===== src/design/gateway_frame_monitor_defines.svh =====
// Assertion macros shared by the gateway frame monitor RTL
`ifndef GATEWAY_FRAME_MONITOR_DEFINES_SVH
`define GATEWAY_FRAME_MONITOR_DEFINES_SVH

// Same-cycle implication, checked out of reset
`define GFM_ASSERT_SAME(label, clk, rst_n, ante, cons, msg) \
    label: assert property (@(posedge clk) disable iff (!rst_n) (ante) |-> (cons)) \
        else $error(msg);

// Next-cycle implication, checked out of reset
`define GFM_ASSERT_NEXT(label, clk, rst_n, ante, cons, msg) \
    label: assert property (@(posedge clk) disable iff (!rst_n) (ante) |=> (cons)) \
        else $error(msg);

`endif


===== src/design/gfm_pkg.sv =====
// Types and constants of the gateway frame monitor
`default_nettype none

package gfm_pkg;

    // Configuration register indexes
    localparam logic [2:0] CFG_ROUTER_MAC   = 3'd0;
    localparam logic [2:0] CFG_ROUTER_IP    = 3'd1;
    localparam logic [2:0] CFG_OWN_MAC      = 3'd2;
    localparam logic [2:0] CFG_START_TIME   = 3'd3;
    localparam logic [2:0] CFG_GRACE        = 3'd4;
    localparam logic [2:0] CFG_COOLDOWN     = 3'd5;
    localparam logic [2:0] CFG_MIN_INTERVAL = 3'd6;
    localparam logic [2:0] CFG_MAX_INTERVAL = 3'd7;

    // Result cause codes
    localparam logic [2:0] CAUSE_NONE      = 3'd0;
    localparam logic [2:0] CAUSE_HEARTBEAT = 3'd1;
    localparam logic [2:0] CAUSE_ARP_REQ   = 3'd2;
    localparam logic [2:0] CAUSE_THIRD     = 3'd3;
    localparam logic [2:0] CAUSE_DECAY     = 3'd4;

    // Frame constants
    localparam logic [15:0] ETH_MIN_LEN = 16'd14;
    localparam logic [15:0] TYPE_ARP    = 16'h0806;
    localparam logic [15:0] TYPE_IPV4   = 16'h0800;
    localparam logic [15:0] TYPE_IPV6   = 16'h86DD;
    localparam logic [15:0] ARP_REQUEST = 16'd1;

    // Timing constants in milliseconds
    localparam logic [12:0] HB_GAP_MS        = 13'd500;
    localparam logic [12:0] DECAY_SILENCE_MS = 13'd5000;
    localparam logic [11:0] BASELINE_MS      = 12'd1000;

    // Configuration reset values
    localparam logic [15:0] GRACE_RESET    = 16'd10000;
    localparam logic [15:0] COOLDOWN_RESET = 16'd5000;
    localparam logic [10:0] MIN_INT_RESET  = 11'd300;
    localparam logic [11:0] MAX_INT_RESET  = 12'd2000;

    typedef struct packed {
        logic        mode;
        logic [31:0] now_ms;
        logic [15:0] frame_length;
        logic [47:0] source_mac;
        logic [47:0] dest_mac;
        logic [15:0] ether_type;
        logic [15:0] arp_opcode;
        logic [31:0] arp_target_ip;
    } t_in_item;

    typedef struct packed {
        logic        event_res;
        logic [2:0]  cause;
        logic [11:0] interval_ms;
    } t_out_item;

    typedef struct packed {
        logic [47:0] router_mac;
        logic [31:0] router_ip;
        logic [47:0] own_mac;
        logic [31:0] start_time_ms;
        logic [15:0] grace_ms;
        logic [15:0] cooldown_ms;
        logic [10:0] min_interval_ms;
        logic [11:0] max_interval_ms;
    } t_cfg;

endpackage

`default_nettype wire


===== src/design/gfm_cfg_regs.sv =====
// Configuration register file of the gateway frame monitor
`default_nettype none

module gfm_cfg_regs (
    input  wire               i_clk,
    input  wire               i_rst_n,
    input  wire               i_cfg_valid,
    input  wire  [2:0]        i_cfg_index,
    input  wire  [47:0]       i_cfg_data,
    output gfm_pkg::t_cfg     o_cfg
);
    import gfm_pkg::*;

    t_cfg r_cfg;

    // Register writes, one per transfer
    always_ff @(posedge i_clk) begin
        if (!i_rst_n) begin
            r_cfg.router_mac      <= '0;
            r_cfg.router_ip       <= '0;
            r_cfg.own_mac         <= '0;
            r_cfg.start_time_ms   <= '0;
            r_cfg.grace_ms        <= GRACE_RESET;
            r_cfg.cooldown_ms     <= COOLDOWN_RESET;
            r_cfg.min_interval_ms <= MIN_INT_RESET;
            r_cfg.max_interval_ms <= MAX_INT_RESET;
        end else if (i_cfg_valid) begin
            unique case (i_cfg_index)
                CFG_ROUTER_MAC:   r_cfg.router_mac      <= i_cfg_data;
                CFG_ROUTER_IP:    r_cfg.router_ip       <= i_cfg_data[31:0];
                CFG_OWN_MAC:      r_cfg.own_mac         <= i_cfg_data;
                CFG_START_TIME:   r_cfg.start_time_ms   <= i_cfg_data[31:0];
                CFG_GRACE:        r_cfg.grace_ms        <= i_cfg_data[15:0];
                CFG_COOLDOWN:     r_cfg.cooldown_ms     <= i_cfg_data[15:0];
                CFG_MIN_INTERVAL: r_cfg.min_interval_ms <= i_cfg_data[10:0];
                CFG_MAX_INTERVAL: r_cfg.max_interval_ms <= i_cfg_data[11:0];
                default: ;
            endcase
        end
    end

    assign o_cfg = r_cfg;

endmodule

`default_nettype wire


===== src/design/gfm_eval.sv =====
// Frame classification, heartbeat tracking and interval adaptation
`default_nettype none

module gfm_eval #(
    parameter int TIME_BITS = 32
) (
    input  wire                  i_clk,
    input  wire                  i_rst_n,
    input  gfm_pkg::t_cfg        i_cfg,
    input  wire                  i_fire,
    input  gfm_pkg::t_in_item    i_item,
    output gfm_pkg::t_out_item   o_result
);
    import gfm_pkg::*;

    localparam int HW = TIME_BITS - 1;

    logic [TIME_BITS-1:0] r_last_hb;
    logic [TIME_BITS-1:0] r_last_alert;
    logic                 r_alert_valid;
    logic [11:0]          r_interval;

    logic [TIME_BITS-1:0] n_last_hb;
    logic [TIME_BITS-1:0] n_last_alert;
    logic                 n_alert_valid;
    logic [11:0]          n_interval;

    logic [TIME_BITS-1:0] now_t;
    logic [TIME_BITS-1:0] gap;
    logic [TIME_BITS-1:0] since_start;
    logic [TIME_BITS-1:0] since_alert;
    logic [HW-1:0]        half;
    logic [HW-1:0]        lo_clamped;
    logic [11:0]          clamped;
    logic                 long_frame;
    logic                 from_gw;
    logic                 is_hb_type;
    logic                 big_gap;
    logic                 arp_hit;
    logic                 third_party;
    logic                 tp_allowed;
    logic                 decay_hit;

    // Wrapping time differences
    assign now_t       = TIME_BITS'(i_item.now_ms);
    assign gap         = now_t - r_last_hb;
    assign since_start = now_t - TIME_BITS'(i_cfg.start_time_ms);
    assign since_alert = now_t - r_last_alert;

    // Half gap, lower clamp first, then upper
    assign half       = gap[TIME_BITS-1:1];
    assign lo_clamped = (half < HW'(i_cfg.min_interval_ms)) ? HW'(i_cfg.min_interval_ms) : half;
    assign clamped    = (lo_clamped > HW'(i_cfg.max_interval_ms)) ? i_cfg.max_interval_ms
                                                                   : lo_clamped[11:0];

    // Frame classification
    assign long_frame  = !i_item.mode && (i_item.frame_length >= ETH_MIN_LEN);
    assign from_gw     = (i_item.source_mac == i_cfg.router_mac);
    assign is_hb_type  = (i_item.ether_type == TYPE_ARP) || (i_item.ether_type == TYPE_IPV6);
    assign big_gap     = gap > TIME_BITS'(HB_GAP_MS);
    assign arp_hit     = !from_gw && (i_item.ether_type == TYPE_ARP)
                         && (i_item.arp_opcode == ARP_REQUEST)
                         && (i_item.arp_target_ip == i_cfg.router_ip);
    assign third_party = (i_item.ether_type == TYPE_IPV4)
                         && (i_item.dest_mac == i_cfg.router_mac)
                         && !from_gw && (i_item.source_mac != i_cfg.own_mac);
    assign tp_allowed  = (since_start > TIME_BITS'(i_cfg.grace_ms))
                         && (!r_alert_valid || (since_alert >= TIME_BITS'(i_cfg.cooldown_ms)));
    assign decay_hit   = i_item.mode && (gap >= TIME_BITS'(DECAY_SILENCE_MS))
                         && (r_interval > BASELINE_MS);

    // Next state and result
    always_comb begin
        n_last_hb     = r_last_hb;
        n_last_alert  = r_last_alert;
        n_alert_valid = r_alert_valid;
        n_interval    = r_interval;
        o_result.event_res = 1'b0;
        o_result.cause     = CAUSE_NONE;
        if (decay_hit) begin
            n_interval     = BASELINE_MS;
            o_result.cause = CAUSE_DECAY;
        end else if (long_frame) begin
            if (from_gw && is_hb_type) begin
                n_last_hb = now_t;
                if (big_gap) begin
                    if (clamped < r_interval) begin
                        n_interval = clamped;
                    end
                    o_result.event_res = 1'b1;
                    o_result.cause     = CAUSE_HEARTBEAT;
                end
            end else if (arp_hit) begin
                o_result.event_res = 1'b1;
                o_result.cause     = CAUSE_ARP_REQ;
            end
            if (third_party && tp_allowed) begin
                n_last_alert       = now_t;
                n_alert_valid      = 1'b1;
                o_result.event_res = 1'b1;
                o_result.cause     = CAUSE_THIRD;
            end
        end
        o_result.interval_ms = n_interval;
    end

    // State registers, updated once per item
    always_ff @(posedge i_clk) begin
        if (!i_rst_n) begin
            r_last_hb     <= '0;
            r_last_alert  <= '0;
            r_alert_valid <= 1'b0;
            r_interval    <= BASELINE_MS;
        end else if (i_fire) begin
            r_last_hb     <= n_last_hb;
            r_last_alert  <= n_last_alert;
            r_alert_valid <= n_alert_valid;
            r_interval    <= n_interval;
        end
    end

endmodule

`default_nettype wire


===== src/design/gateway_frame_monitor.sv =====
// Top level of the gateway frame monitor: item registers, evaluation and checks
`default_nettype none
`include "gateway_frame_monitor_defines.svh"

// Watches parsed Ethernet headers and decay ticks for signs of gateway
// impersonation. One item is taken per clock while the result side accepts,
// and each item gives exactly one result: the item is captured in an input
// register, evaluated against the heartbeat, alert and interval state and
// landed in a result register. Back-pressure on the result side stalls both
// stages. Configuration writes are registered before they take effect and
// are accepted on every cycle.
module gateway_frame_monitor #(
    parameter int TIME_BITS = 32
) (
    input  wire                  i_clk,
    input  wire                  i_rst_n,
    input  wire                  i_in_valid,
    output logic                 o_in_ready,
    input  gfm_pkg::t_in_item    i_in,
    output logic                 o_out_valid,
    input  wire                  i_out_ready,
    output gfm_pkg::t_out_item   o_out,
    input  wire                  i_cfg_valid,
    output logic                 o_cfg_ready,
    input  wire  [2:0]           i_cfg_index,
    input  wire  [47:0]          i_cfg_data
);
    import gfm_pkg::*;

    t_cfg      cfg;
    t_in_item  r_in;
    logic      r_in_valid;
    t_out_item r_out;
    logic      r_out_valid;
    t_out_item result;
    logic      advance;

    // Handshake: the evaluation stage moves when the result slot is free
    assign advance     = r_in_valid && (!r_out_valid || i_out_ready);
    assign o_in_ready  = !r_in_valid || advance;
    assign o_cfg_ready = 1'b1;

    gfm_cfg_regs u_cfg (
        .i_clk       (i_clk),
        .i_rst_n     (i_rst_n),
        .i_cfg_valid (i_cfg_valid),
        .i_cfg_index (i_cfg_index),
        .i_cfg_data  (i_cfg_data),
        .o_cfg       (cfg)
    );

    gfm_eval #(
        .TIME_BITS (TIME_BITS)
    ) u_eval (
        .i_clk    (i_clk),
        .i_rst_n  (i_rst_n),
        .i_cfg    (cfg),
        .i_fire   (advance),
        .i_item   (r_in),
        .o_result (result)
    );

    // Input register
    always_ff @(posedge i_clk) begin
        if (!i_rst_n) begin
            r_in_valid <= 1'b0;
        end else if (o_in_ready) begin
            r_in_valid <= i_in_valid;
        end
    end

    always_ff @(posedge i_clk) begin
        if (i_in_valid && o_in_ready) begin
            r_in <= i_in;
        end
    end

    // Result register
    always_ff @(posedge i_clk) begin
        if (!i_rst_n) begin
            r_out_valid <= 1'b0;
        end else if (advance) begin
            r_out_valid <= 1'b1;
        end else if (i_out_ready) begin
            r_out_valid <= 1'b0;
        end
    end

    always_ff @(posedge i_clk) begin
        if (advance) begin
            r_out <= result;
        end
    end

    assign o_out_valid = r_out_valid;
    assign o_out       = r_out;

    // Checks
    `GFM_ASSERT_SAME(a_event_cause, i_clk, i_rst_n, o_out_valid,
        o_out.event_res == ((o_out.cause == CAUSE_HEARTBEAT)
                            || (o_out.cause == CAUSE_ARP_REQ)
                            || (o_out.cause == CAUSE_THIRD)),
        "event flag disagrees with cause")
    `GFM_ASSERT_SAME(a_decay_interval, i_clk, i_rst_n,
        o_out_valid && (o_out.cause == CAUSE_DECAY), o_out.interval_ms == BASELINE_MS,
        "decay result without baseline interval")
    `GFM_ASSERT_NEXT(a_stall_holds, i_clk, i_rst_n, r_in_valid && !advance,
        r_in_valid && $stable(r_in), "stalled item lost or changed")
    `GFM_ASSERT_SAME(a_cause_range, i_clk, i_rst_n, o_out_valid,
        o_out.cause <= CAUSE_DECAY, "cause code out of range")

endmodule

`default_nettype wire


===== config.mk =====
export PLATFORM = sky130hd
export DESIGN_NAME = gateway_frame_monitor
export DESIGN_NICKNAME = d
export VERILOG_FILES = /design/src/design/gfm_pkg.sv /design/src/design/gfm_cfg_regs.sv /design/src/design/gfm_eval.sv /design/src/design/gateway_frame_monitor.sv
export VERILOG_INCLUDE_DIRS = /design/src /design/src/design
export SDC_FILE = /design/constraint.sdc
export NUM_CORES = 1
export LEC_CHECK = 0
export BUFFER_PORTS_ARGS = -buffer_cell sky130_fd_sc_hd__buf_2
export CORE_ASPECT_RATIO = 0.8
export CORE_MARGIN = 5
export CORE_UTILIZATION = 40
export DETAILED_ROUTE_END_ITERATION = 16
export RECOVER_POWER = 100
export SETUP_SLACK_MARGIN = 0.4
export SLEW_MARGIN = 20
export SYNTH_ARGS = -nofsm -noshare
export SYNTH_HDL_FRONTEND = slang
export SYNTH_SLANG_ARGS = --single-unit

===== constraint.sdc =====
create_clock -name i_clk -period 10 [get_ports i_clk]
set_input_delay 0.5 -clock i_clk [delete_from_list [all_inputs] [get_ports i_clk]]
set_output_delay 0.5 -clock i_clk [all_outputs]
set_load 0.1 [all_outputs]

==> impl_metrics.env, run 1 <==
export IMPL_clk_latency_ns=0.62
export IMPL_grt_pass1_vias=20741
export IMPL_cts_root_buf="clkbuf_16"
export IMPL_hold_path_class="primary input to flip-flop"
export IMPL_crit_buf_inv=1
export IMPL_vdd_ir_drop_max_uv=140
export IMPL_maxCapViolations=9
export IMPL_outcome="finished with violations"
export IMPL_die_h_um=246
export IMPL_clkSinkCount=518
export IMPL_violations="max-capacitance violations, max-slew violations"
export IMPL_syn_nets=3352
export IMPL_io_buffers=281
export IMPL_place_worst_setup_slack_ns=1.06
export IMPL_synth_warning_count=0
export IMPL_slowest_delay_ns=0.58
export IMPL_cpMostUsedCell="a21oi_1"
export IMPL_hpwl_um=63600
export IMPL_fin_skew_ns=0.0290
export IMPL_p_per_area_nw_per_um2=156
export IMPL_first_pass_iters=5
export IMPL_wl_per_cell_um=20.4
export IMPL_ys_ff_latch=518
export IMPL_dpl_cell_area_um2=30200
export IMPL_async_flop_share_pct=0
export IMPL_synth_edf_count=224
export IMPL_rsz0062_at_grt="false"
export IMPL_finalNetCount=3591
export IMPL_fp_dieW_um=306
export IMPL_worstMarginPinSlew_ns=4.75
export IMPL_drc=0
export IMPL_relSlewSlack_pct=-217
export IMPL_clk_pin_slew_worst_paths_ns=0.06
export IMPL_pin_count=284
export IMPL_detail_route_antenna_nets=0
export IMPL_synth_cell_types=90
export IMPL_fin_crit_ns=9.11
export IMPL_synth_area_per_cell_um2=9.55
export IMPL_clockBufferDepth=3
export IMPL_ys_top_cells_by_area="edfxtp_1 24%, dfxtp_1 21%, ha_1 7.1%, nand2_1 6.6%, a21boi_0 5.5%"
export IMPL_dieArea_um2=75300
export IMPL_htreeDepth=2
export IMPL_critPathRequiredTime_ns=10.49
export IMPL_fin_util_pct=46.2
export IMPL_fin_crit_sh_pct=91.1
export IMPL_antenna_found_initial=11
export IMPL_arrival_ns=9.60
export IMPL_slew_viol_final=610
export IMPL_start_util_pct=40.5
export IMPL_synthCells=2926
export IMPL_viasPerCell=5.28
export IMPL_globalplace_congestion=0.907
export IMPL_crit_type="flip-flop to flip-flop"
export IMPL_via_count=21888
export IMPL_design_area_um2=31900
export IMPL_grtUsageTotal_pct=21.6
export IMPL_synth_top_area_share_pct=24.1
export IMPL_grt_overflow=0
export IMPL_power_leakage_nw=11.5
export IMPL_synth_area_um2=28000
export IMPL_crit_fanout=14
export IMPL_drive_gt1_share_pct=11.4
export IMPL_cts_tree="yes"
export IMPL_cp_start_kind="flip-flop"
export IMPL_rows=86
export IMPL_numCtsBuffers=55
export IMPL_cp_end_kind="flip-flop"
export IMPL_hold_viol_final=0
export IMPL_synth_seq_area_share_pct=45.1
export IMPL_area_growth_pct=14.2
export IMPL_critPathTopFamily="compound AO/OA/AOI/OAI gates"
export IMPL_setup_slack_ns=0.893
export IMPL_setup_viol=0
export IMPL_core_area_um2=69100
export IMPL_fin_setup_tns_ns=0
export IMPL_cp_slowest_cell="edfxtp_1"
export IMPL_routed_wl_um=84500
export IMPL_fmax_mhz=110
export IMPL_synth_flop_cell="dfxtp_1"
export IMPL_yosys_area_top_type="edfxtp_1"
export IMPL_grt_max_degree=103
export IMPL_drt_iter0_markers=1746
export IMPL_grt_first_pass_wirelength_um=127000
worst paths after layout:
path                             start              endpoint  slack (ns)  cells past startpoint
hold / removal               i_in[107]             r_in[107]        0.05                      1
hold reg to reg   u_eval.r_alert_valid  u_eval.r_alert_valid        0.47                      1
setup / recovery             r_in[194]  u_eval.r_interval[5]        0.89                     33
setup reg to reg             r_in[194]  u_eval.r_interval[5]        0.89                     33
timing repair:
item                       in CTS  in global routing
setup endpoints to repair       0                  1
buffers inserted                0                  2
hold buffers                    0                  0
resized for setup               0                  0
power by group:
group	total [W]	internal [W]	leakage (nW)	switching (W)
clock	0.00201	0.00115	0.866	0.000868
combinational	0.000615	0.000240	6.12	0.000375
sequential	0.00235	0.00229	4.53	0.0000588
total	0.00498	0.00368	11.5	0.00130
worst reg2reg max path: cells and delay by family (launching register included):
kind,cells,cell delay [ns]
buffers and inverters,1,0.11
AO/OA/AOI/OAI,16,3.42
adder cells (fa/ha/maj),3,1.10
flip-flops,1,0.58
AND/OR/NAND/NOR,11,2.74
multiplexers,2,1.02
state kept, by name (all words and copies together) (netlist names):
| name | count |
|---|---|
| u_eval.r_last_hb | 32 |
| u_eval.r_interval | 12 |
| r_in_valid | 1 |
| u_cfg.o_cfg | 215 |
| u_eval.r_last_alert | 32 |
| o_out_valid | 1 |
| o_out | 16 |
| r_in | 208 |
| u_eval.r_alert_valid | 1 |
area by class of cell:
type / instances / area, um^2
Fill cell: 6750 / 37200
Multi-Input combinational cell: 2072 / 14100
Sequential cell: 518 / 12600
Clock buffer: 84 / 1580
Timing Repair Buffer: 305 / 1490
Tap cell: 924 / 1160
Inverter: 213 / 800
Clock inverter: 20 / 203
Antenna cell: 8 / 20.0
cells in the mapped netlist (6+ instances only):
cell / number
ha_1: 158
clkbuf_1: 85
a21o_1: 45
o21a_1: 26
nand2_1: 493
xnor2_1: 128
nor3_1: 42
o31ai_1: 8
a21oi_1: 113
nand4_1: 71
nor2b_1: 87
or3_1: 9
a211oi_1: 6
nor4_1: 48
o21ai_0: 68
o22ai_1: 7
dfxtp_1: 294
xor2_1: 98
a21boi_0: 205
o221ai_1: 9
nand2b_1: 20
a31oi_1: 10
and3_1: 13
a221oi_1: 7
o2111ai_1: 9
mux2i_1: 80
nor2_1: 84
and4_1: 10
buf_4: 10
o21bai_1: 13
a2111oi_0: 9
inv_1: 212
mux2_2: 23
o211ai_1: 39
buf_2: 17
nand3_1: 36
o21ai_1: 7
edfxtp_1: 224
buf_1: 8
nor3b_1: 8
cells in the final DEF, fill, tap and decap left out, drive strengths merged, types with 8 or more instances in the layout:
cell type  synthesis  final
a221oi             8      8
o221ai             9      9
and3              13     13
nor4              50     50
o2111ai            9      9
a2111oi           10     10
ha               158    158
o21ai             76     76
and4              10     10
a21o              45     45
a31oi             10     10
inv              212    213
nor3              43     43
or3               10     10
xor2              98     98
nor2b             87     87
mux2              24     24
o211ai            41     41
o21a              26     26
nor2              85     85
a21boi           205    205
nand2b            20     20
a21oi            113    113
nand4             71     71
buf               35    238
nand2            494    494
clkbuf            88    151
mux2i             80     80
nor3b              8      8
clkinv             1     17
diode              0      8
nand3             37     37
edfxtp           224    224
o21bai            13     13
xnor2            128    128
o31ai              8      8
dfxtp            294    294
through the flow:
stage | power (W) | hold slack [ns] | std cells
2_1_floorplan | 0.00278 | 0.442 | 2926
3_3_place_gp | 0.00299 | 0.448 | 4030
3_5_place_dp | 0.00300 | 0.456 | 4030
4_1_cts | 0.00502 | 0.0182 | 4134
5_1_grt | 0.00518 | 0.0238 | 4141
6_report | 0.00498 | 0.0499 | 4144
metal layers:
metal	track usage [%]	wire, um	vias to the layer above
met2	32.6	35900	600
met1	32.2	40600	10372
met3	4.32	6200	107
met4	4.41	1680	4
met5	0	27	-
li1	-	-	10805
logic make-up (layout without fill, tap and decap cells):
kind of cell / Yosys count / after routing / share of synthesized area (%)
buffers and inverters: 336 / 622 / 4.74
DFF: 518 / 518 / 45.1
adders and majority gates: 161 / 161 / 7.29
other: 1 / 9 / 0.0134
xor gates and xnor gates: 226 / 226 / 7.08
muxes: 104 / 104 / 3.84
AOI/OAI and AO/OA: 627 / 627 / 15.7
and+or+nand+nor: 953 / 953 / 16.2
(Power assumes the default switching activity.)
==> inputs of run 2 (changes only) <==
- SYNTH_HIERARCHICAL: default -> 1
==> impl_metrics.env, run 2 <==
export IMPL_outcome="finished with violations"
export IMPL_violations="max-capacitance violations, max-slew violations"
export IMPL_drive_gt1_share_pct=11.5
export IMPL_clockBufferDepth=3
export IMPL_globalplace_congestion=0.910
export IMPL_rrSetupSlack_ns=0.56
export IMPL_wl_per_cell_um=21.4
export IMPL_drt_iter0_markers=1679
export IMPL_grt_first_pass_wirelength_um=129000
export IMPL_critPathLaunch="r_in[176]"
export IMPL_r2r_end="o_out[8]"
export IMPL_maxCapViolations=10
export IMPL_critPathTopFamily="compound AO/OA/AOI/OAI gates"
export IMPL_cp_slowest_cell="a2111oi_1"
export IMPL_slowest_delay_ns=0.60
export IMPL_r2r_start="r_in[176]"
export IMPL_p_per_area_nw_per_um2=157
export IMPL_crit_fanout=14
export IMPL_numCtsBuffers=55
export IMPL_fin_crit_sh_pct=94.4
export IMPL_final_cell_mix="320 x nand2_1, 318 x mux2i_1, 294 x dfxtp_1"
export IMPL_crit_cells=36
export IMPL_final_common_cell="nand2_1"
export IMPL_start_util_pct=40.1
export IMPL_hold_path_class="primary input to flip-flop"
export IMPL_grt_max_degree=151
export IMPL_arrival_ns=9.79
export IMPL_synth_area_per_cell_um2=10.2
export IMPL_r2r_cells=36
export IMPL_fin_util_pct=46.4
export IMPL_antenna_found_initial=4
export IMPL_die_h_um=247
export IMPL_regArea_um2=12600
export IMPL_critPathCapture="o_out[8]"
export IMPL_clock_power_share_pct=41.3
export IMPL_hold_viol_final=0
export IMPL_fin_crit_ns=9.44
export IMPL_cp_start_kind="flip-flop"
export IMPL_viasPerCell=5.36
export IMPL_fin_skew_ns=0.0394
export IMPL_worstMarginPinSlew_ns=6.27
export IMPL_grt_pass1_vias=21407
export IMPL_whs_ns=0.0456
export IMPL_fmax_mhz=106
export IMPL_cp_end_kind="flip-flop"
export IMPL_cts_root_buf="clkbuf_16"
export IMPL_area_growth_pct=15.6
export IMPL_largest_reg_flops=215
export IMPL_multi_input_area_um2=14200
export IMPL_rsz0062_at_grt="false"
export IMPL_synth_area_um2=28100
export IMPL_pin_count=284
export IMPL_first_pass_iters=7
export IMPL_htreeDepth=2
export IMPL_syn_nets=3175
export IMPL_core_area_um2=70100
export IMPL_rows=87
export IMPL_synth_warning_count=6
export IMPL_fin_setup_tns_ns=0
export IMPL_setup_viol=0
export IMPL_crit_type="flip-flop to flip-flop"
export IMPL_cts_tree="yes"
export IMPL_critPathRequiredTime_ns=10.35
export IMPL_drc=0
export IMPL_combPwrFrac_pct=12.8
export IMPL_slew_viol_final=565
export IMPL_sequentialPowerShare_pct=46.0
export IMPL_relSlewSlack_pct=-318
export IMPL_fp_dieW_um=306
export IMPL_fillerInstances=6670
export IMPL_switching_power_w=0.00134
export IMPL_clk_pin_slew_worst_paths_ns=0.06
export IMPL_synthCells=2749
export IMPL_internal_power_w=0.00376
export IMPL_dieArea_um2=75700
export IMPL_detail_route_antenna_nets=0
export IMPL_hpwl_um=66000
export IMPL_grtUsageTotal_pct=22.1
export IMPL_via_count=21560
export IMPL_grt_overflow=0
export IMPL_swShare_pct=26.3
export IMPL_vdd_ir_drop_max_uv=124
export IMPL_finalNetCount=3464
export IMPL_crit_buf_inv=4
export IMPL_power_w=0.00511
export IMPL_routed_wl_um=86100
export IMPL_io_buffers=281
export IMPL_power_leakage_nw=13.7
export IMPL_clkSinkCount=518
export IMPL_clk_latency_ns=0.64
-- run 2: timing repair --
item / 4_1_cts / 5_1_grt
endpoints found under the hold margin: 32 / 0
hold buffers: 32 / 0
setup endpoints to repair: 6 / 24
pin swaps: 1 / 0
gates resized for setup: 0 / 7
buffers inserted: 2 / 0
-- run 2: layout make-up --
cell class                 count  share of cell area [%]
tap                          934                    3.60
antenna                        6                  0.0462
multi-input combinational   1915                    43.8
sequential                   518                    38.8
timing repair buffer         341                    5.62
inverter                     207                    2.39
clock inverter                27                    1.02
clock buffer                  76                    4.72
-- run 2: worst min path at each step --
stage	from	slack [ns]	cells past startpoint	end
after floorplan	u_cfg/o_cfg[1]	0.44	2	u_cfg/o_cfg[1]
after detailed placement	u_cfg/o_cfg[63]	0.45	2	u_cfg/o_cfg[63]
after global routing	i_in[0]	0.01	1	r_in[0]
after global placement	u_cfg/o_cfg[61]	0.45	2	u_cfg/o_cfg[61]
final	i_in[120]	0.05	1	r_in[120]
after CTS	i_in[145]	0.0001	1	r_in[145]
-- run 2: power by group through the flow --
stage	registers, W	clock network [W]	logic [W]
after detailed placement	0.00239	0	0.000635
after floorplan	0.00239	0	0.000403
after global placement	0.00239	0	0.000625
final	0.00235	0.00211	0.000652
after global routing	0.00235	0.00225	0.000714
after CTS	0.00234	0.00217	0.000649
-- run 2: per-stage QoR --
| stage | cells | cell area [um^2] | worst slack [ns] |
|---|---|---|---|
| 2_1_floorplan | 2749 | 28100 | 0.922 |
| 3_3_place_gp | 3880 | 30400 | 0.611 |
| 3_5_place_dp | 3881 | 30500 | 0.358 |
| 4_1_cts | 4018 | 32700 | 0.483 |
| 5_1_grt | 4022 | 32500 | 0.252 |
| 6_report | 4024 | 32500 | 0.560 |
-- run 2: per-layer routing --
| layer | GRT usage, % | part of all wire [%] |
|---|---|---|
| met3 | 4.32 | 7.1 |
| met2 | 34.1 | 44 |
| met4 | 6.77 | 2.7 |
| met1 | 31.4 | 46 |
| met5 | 0 | 0 |
-- run 2: worst reg2reg max path, delay by kind of cell, from the launching register on --
kind                       cells  cell delay (ns)
and+or+nand+nor                9             2.01
DFF                            1             0.39
muxes                          4             1.26
adders and majority gates      4             1.21
buffers and inverters          4             0.76
AOI/OAI and AO/OA             15             3.56
==> inputs of run 3 (changes only) <==
- clock period: 10 -> 8.1 ns (I/O delays scaled with it)
==> impl_metrics.env, run 3 (synthesis results as in run 2) <==
export IMPL_outcome="finished with violations"
export IMPL_violations="max-capacitance violations, max-slew violations"
export IMPL_slew_viol_final=672
export IMPL_clock_power_share_pct=40.4
export IMPL_cpMostUsedCell="buf_6"
export IMPL_worstMarginPinSlew_ns=4.53
export IMPL_critPathRequiredTime_ns=8.58
export IMPL_detail_route_antenna_nets=0
export IMPL_p_per_area_nw_per_um2=182
export IMPL_final_common_cell="nand2_1"
export IMPL_clk_latency_ns=0.64
export IMPL_clk_pin_slew_worst_paths_ns=0.06
export IMPL_io_buffers=281
export IMPL_fin_crit_sh_pct=97.8
export IMPL_viasPerCell=5.26
export IMPL_placedCellCount=3977
export IMPL_power_leakage_nw=15.0
export IMPL_clockBufferDepth=3
export IMPL_cp_end_kind="flip-flop"
export IMPL_num_antenna_cells=0
export IMPL_hold_path_class="primary input to flip-flop"
export IMPL_largest_reg_flops=215
export IMPL_combPwrFrac_pct=14.7
export IMPL_rows=87
export IMPL_dieArea_um2=75700
export IMPL_first_pass_iters=5
export IMPL_numCtsBuffers=55
export IMPL_arrival_ns=8.40
export IMPL_start_util_pct=40.1
export IMPL_drc=0
export IMPL_cp_start_kind="flip-flop"
export IMPL_fp_dieW_um=306
export IMPL_layout_cells_non_filler=4299
export IMPL_drive_gt1_share_pct=14.9
export IMPL_clkSinkCount=518
export IMPL_internal_power_w=0.00471
export IMPL_routed_wl_um=90500
export IMPL_globalplace_congestion=0.912
export IMPL_hold_viol_final=0
export IMPL_via_count=22628
export IMPL_fin_skew_ns=0.0490
export IMPL_grt_use_met1_pct=33.4
export IMPL_crit_type="flip-flop to flip-flop"
export IMPL_grtUsageTotal_pct=23.2
export IMPL_hpwl_um=67800
export IMPL_setup_viol=0
export IMPL_grtUsageMet2_pct=36.2
export IMPL_cp_slowest_cell="edfxtp_1"
export IMPL_grt_overflow=0
export IMPL_grt_max_degree=173
export IMPL_cts_root_buf="clkbuf_16"
export IMPL_antenna_found_initial=1
export IMPL_rsz0062_at_grt="true"
export IMPL_fin_crit_ns=7.92
export IMPL_grt_first_pass_wirelength_um=135000
export IMPL_slowest_delay_ns=0.39
export IMPL_fmax_mhz=126
export IMPL_area_growth_pct=25.5
export IMPL_top_usage_layer="met2"
export IMPL_core_area_um2=70100
export IMPL_die_h_um=247
export IMPL_finalNetCount=3744
export IMPL_crit_fanout=8
export IMPL_grt_pass1_vias=22600
export IMPL_wl_per_cell_um=21.1
export IMPL_final_cell_mix="320 x nand2_1, 316 x mux2i_1, 294 x dfxtp_1"
export IMPL_fin_util_pct=50.3
export IMPL_vdd_ir_drop_max_uv=185
export IMPL_grt_met3_usage_pct=4.13
export IMPL_sequentialPowerShare_pct=44.9
export IMPL_pin_count=284
export IMPL_maxCapViolations=10
export IMPL_swShare_pct=26.8
export IMPL_whs_ns=0.0418
export IMPL_switching_power_w=0.00172
export IMPL_drt_iter0_markers=1620
export IMPL_cts_tree="yes"
export IMPL_htreeDepth=2
export IMPL_relSlewSlack_pct=-202
run 3: cell count changes in the layout (fill, tap and decap cells not counted), sizes merged:
cell | before | now
inv | 210 | 214
buf | 226 | 329
clkinvlp | 3 | 1
bufinv | 5 | 2
diode | 6 | 0
dlygate4sd3 | 32 | 207
clkinv | 16 | 22
clkbuf | 159 | 157
run 3: worst paths after layout:
check	start	endpoint	slack (ns)	cells past startpoint
setup / recovery	r_in[176]	u_eval/r_interval[6]	0.18	40
hold / removal	i_cfg_data[33]	u_cfg/o_cfg[120]	0.04	3
setup reg to reg	r_in[176]	u_eval/r_interval[6]	0.18	40
hold reg to reg	u_cfg/o_cfg[29]	u_cfg/o_cfg[29]	0.46	2
run 3: layout make-up:
class	count	area [um^2]
Inverter	207	777
Multi-Input combinational cell	1915	14400
Sequential cell	518	12600
Timing Repair Buffer	621	4410
Clock inverter	32	284
Fill cell	6391	34800
Clock buffer	72	1590
Tap cell	934	1170
run 3: routing by layer:
metal	part of all wire (%)	up-vias
li1	-	10918
met1	47	10895
met2	44	692
met3	6.9	121
met4	2.3	2
met5	0.014	-
run 3: critical path, delay by kind of cell (launching register included):
kind | cells | cell delay, ns
AO/OA/AOI/OAI | 17 | 2.85
multiplexers | 3 | 0.91
buffers and inverters | 6 | 0.86
adder cells (fa/ha/maj) | 4 | 0.96
AND/OR/NAND/NOR | 10 | 1.80
flip-flops | 1 | 0.39
run 3: what timing repair did:
action,in CTS,in global routing
gates resized for setup,8,16
endpoints found under the setup margin,24,24
pin swaps,16,3
endpoints found under the hold margin,207,0
buffers inserted,6,3
hold buffers,207,0
cloned,2,0
run 3: power by group through the flow:
stage	combinational [W]	sequential [W]	clock (W)
floorplan	0.000507	0.00295	0
global placement	0.000832	0.00293	0
detailed placement	0.000842	0.00294	0
CTS	0.000927	0.00288	0.00267
global route	0.00102	0.00289	0.00278
finish	0.000944	0.00289	0.00260
run 3: stage by stage:
stage               setup slack, ns  total power [W]  setup TNS [ns]  cell area, um^2
floorplan                    0.0245          0.00346               0            28300
global placement            0.00773          0.00377               0            31300
detailed placement          -0.0724          0.00378          -0.722            31300
CTS                           0.150          0.00647               0            35400
global route                 -0.212          0.00670           -3.52            35300
finish                        0.180          0.00643               0            35300
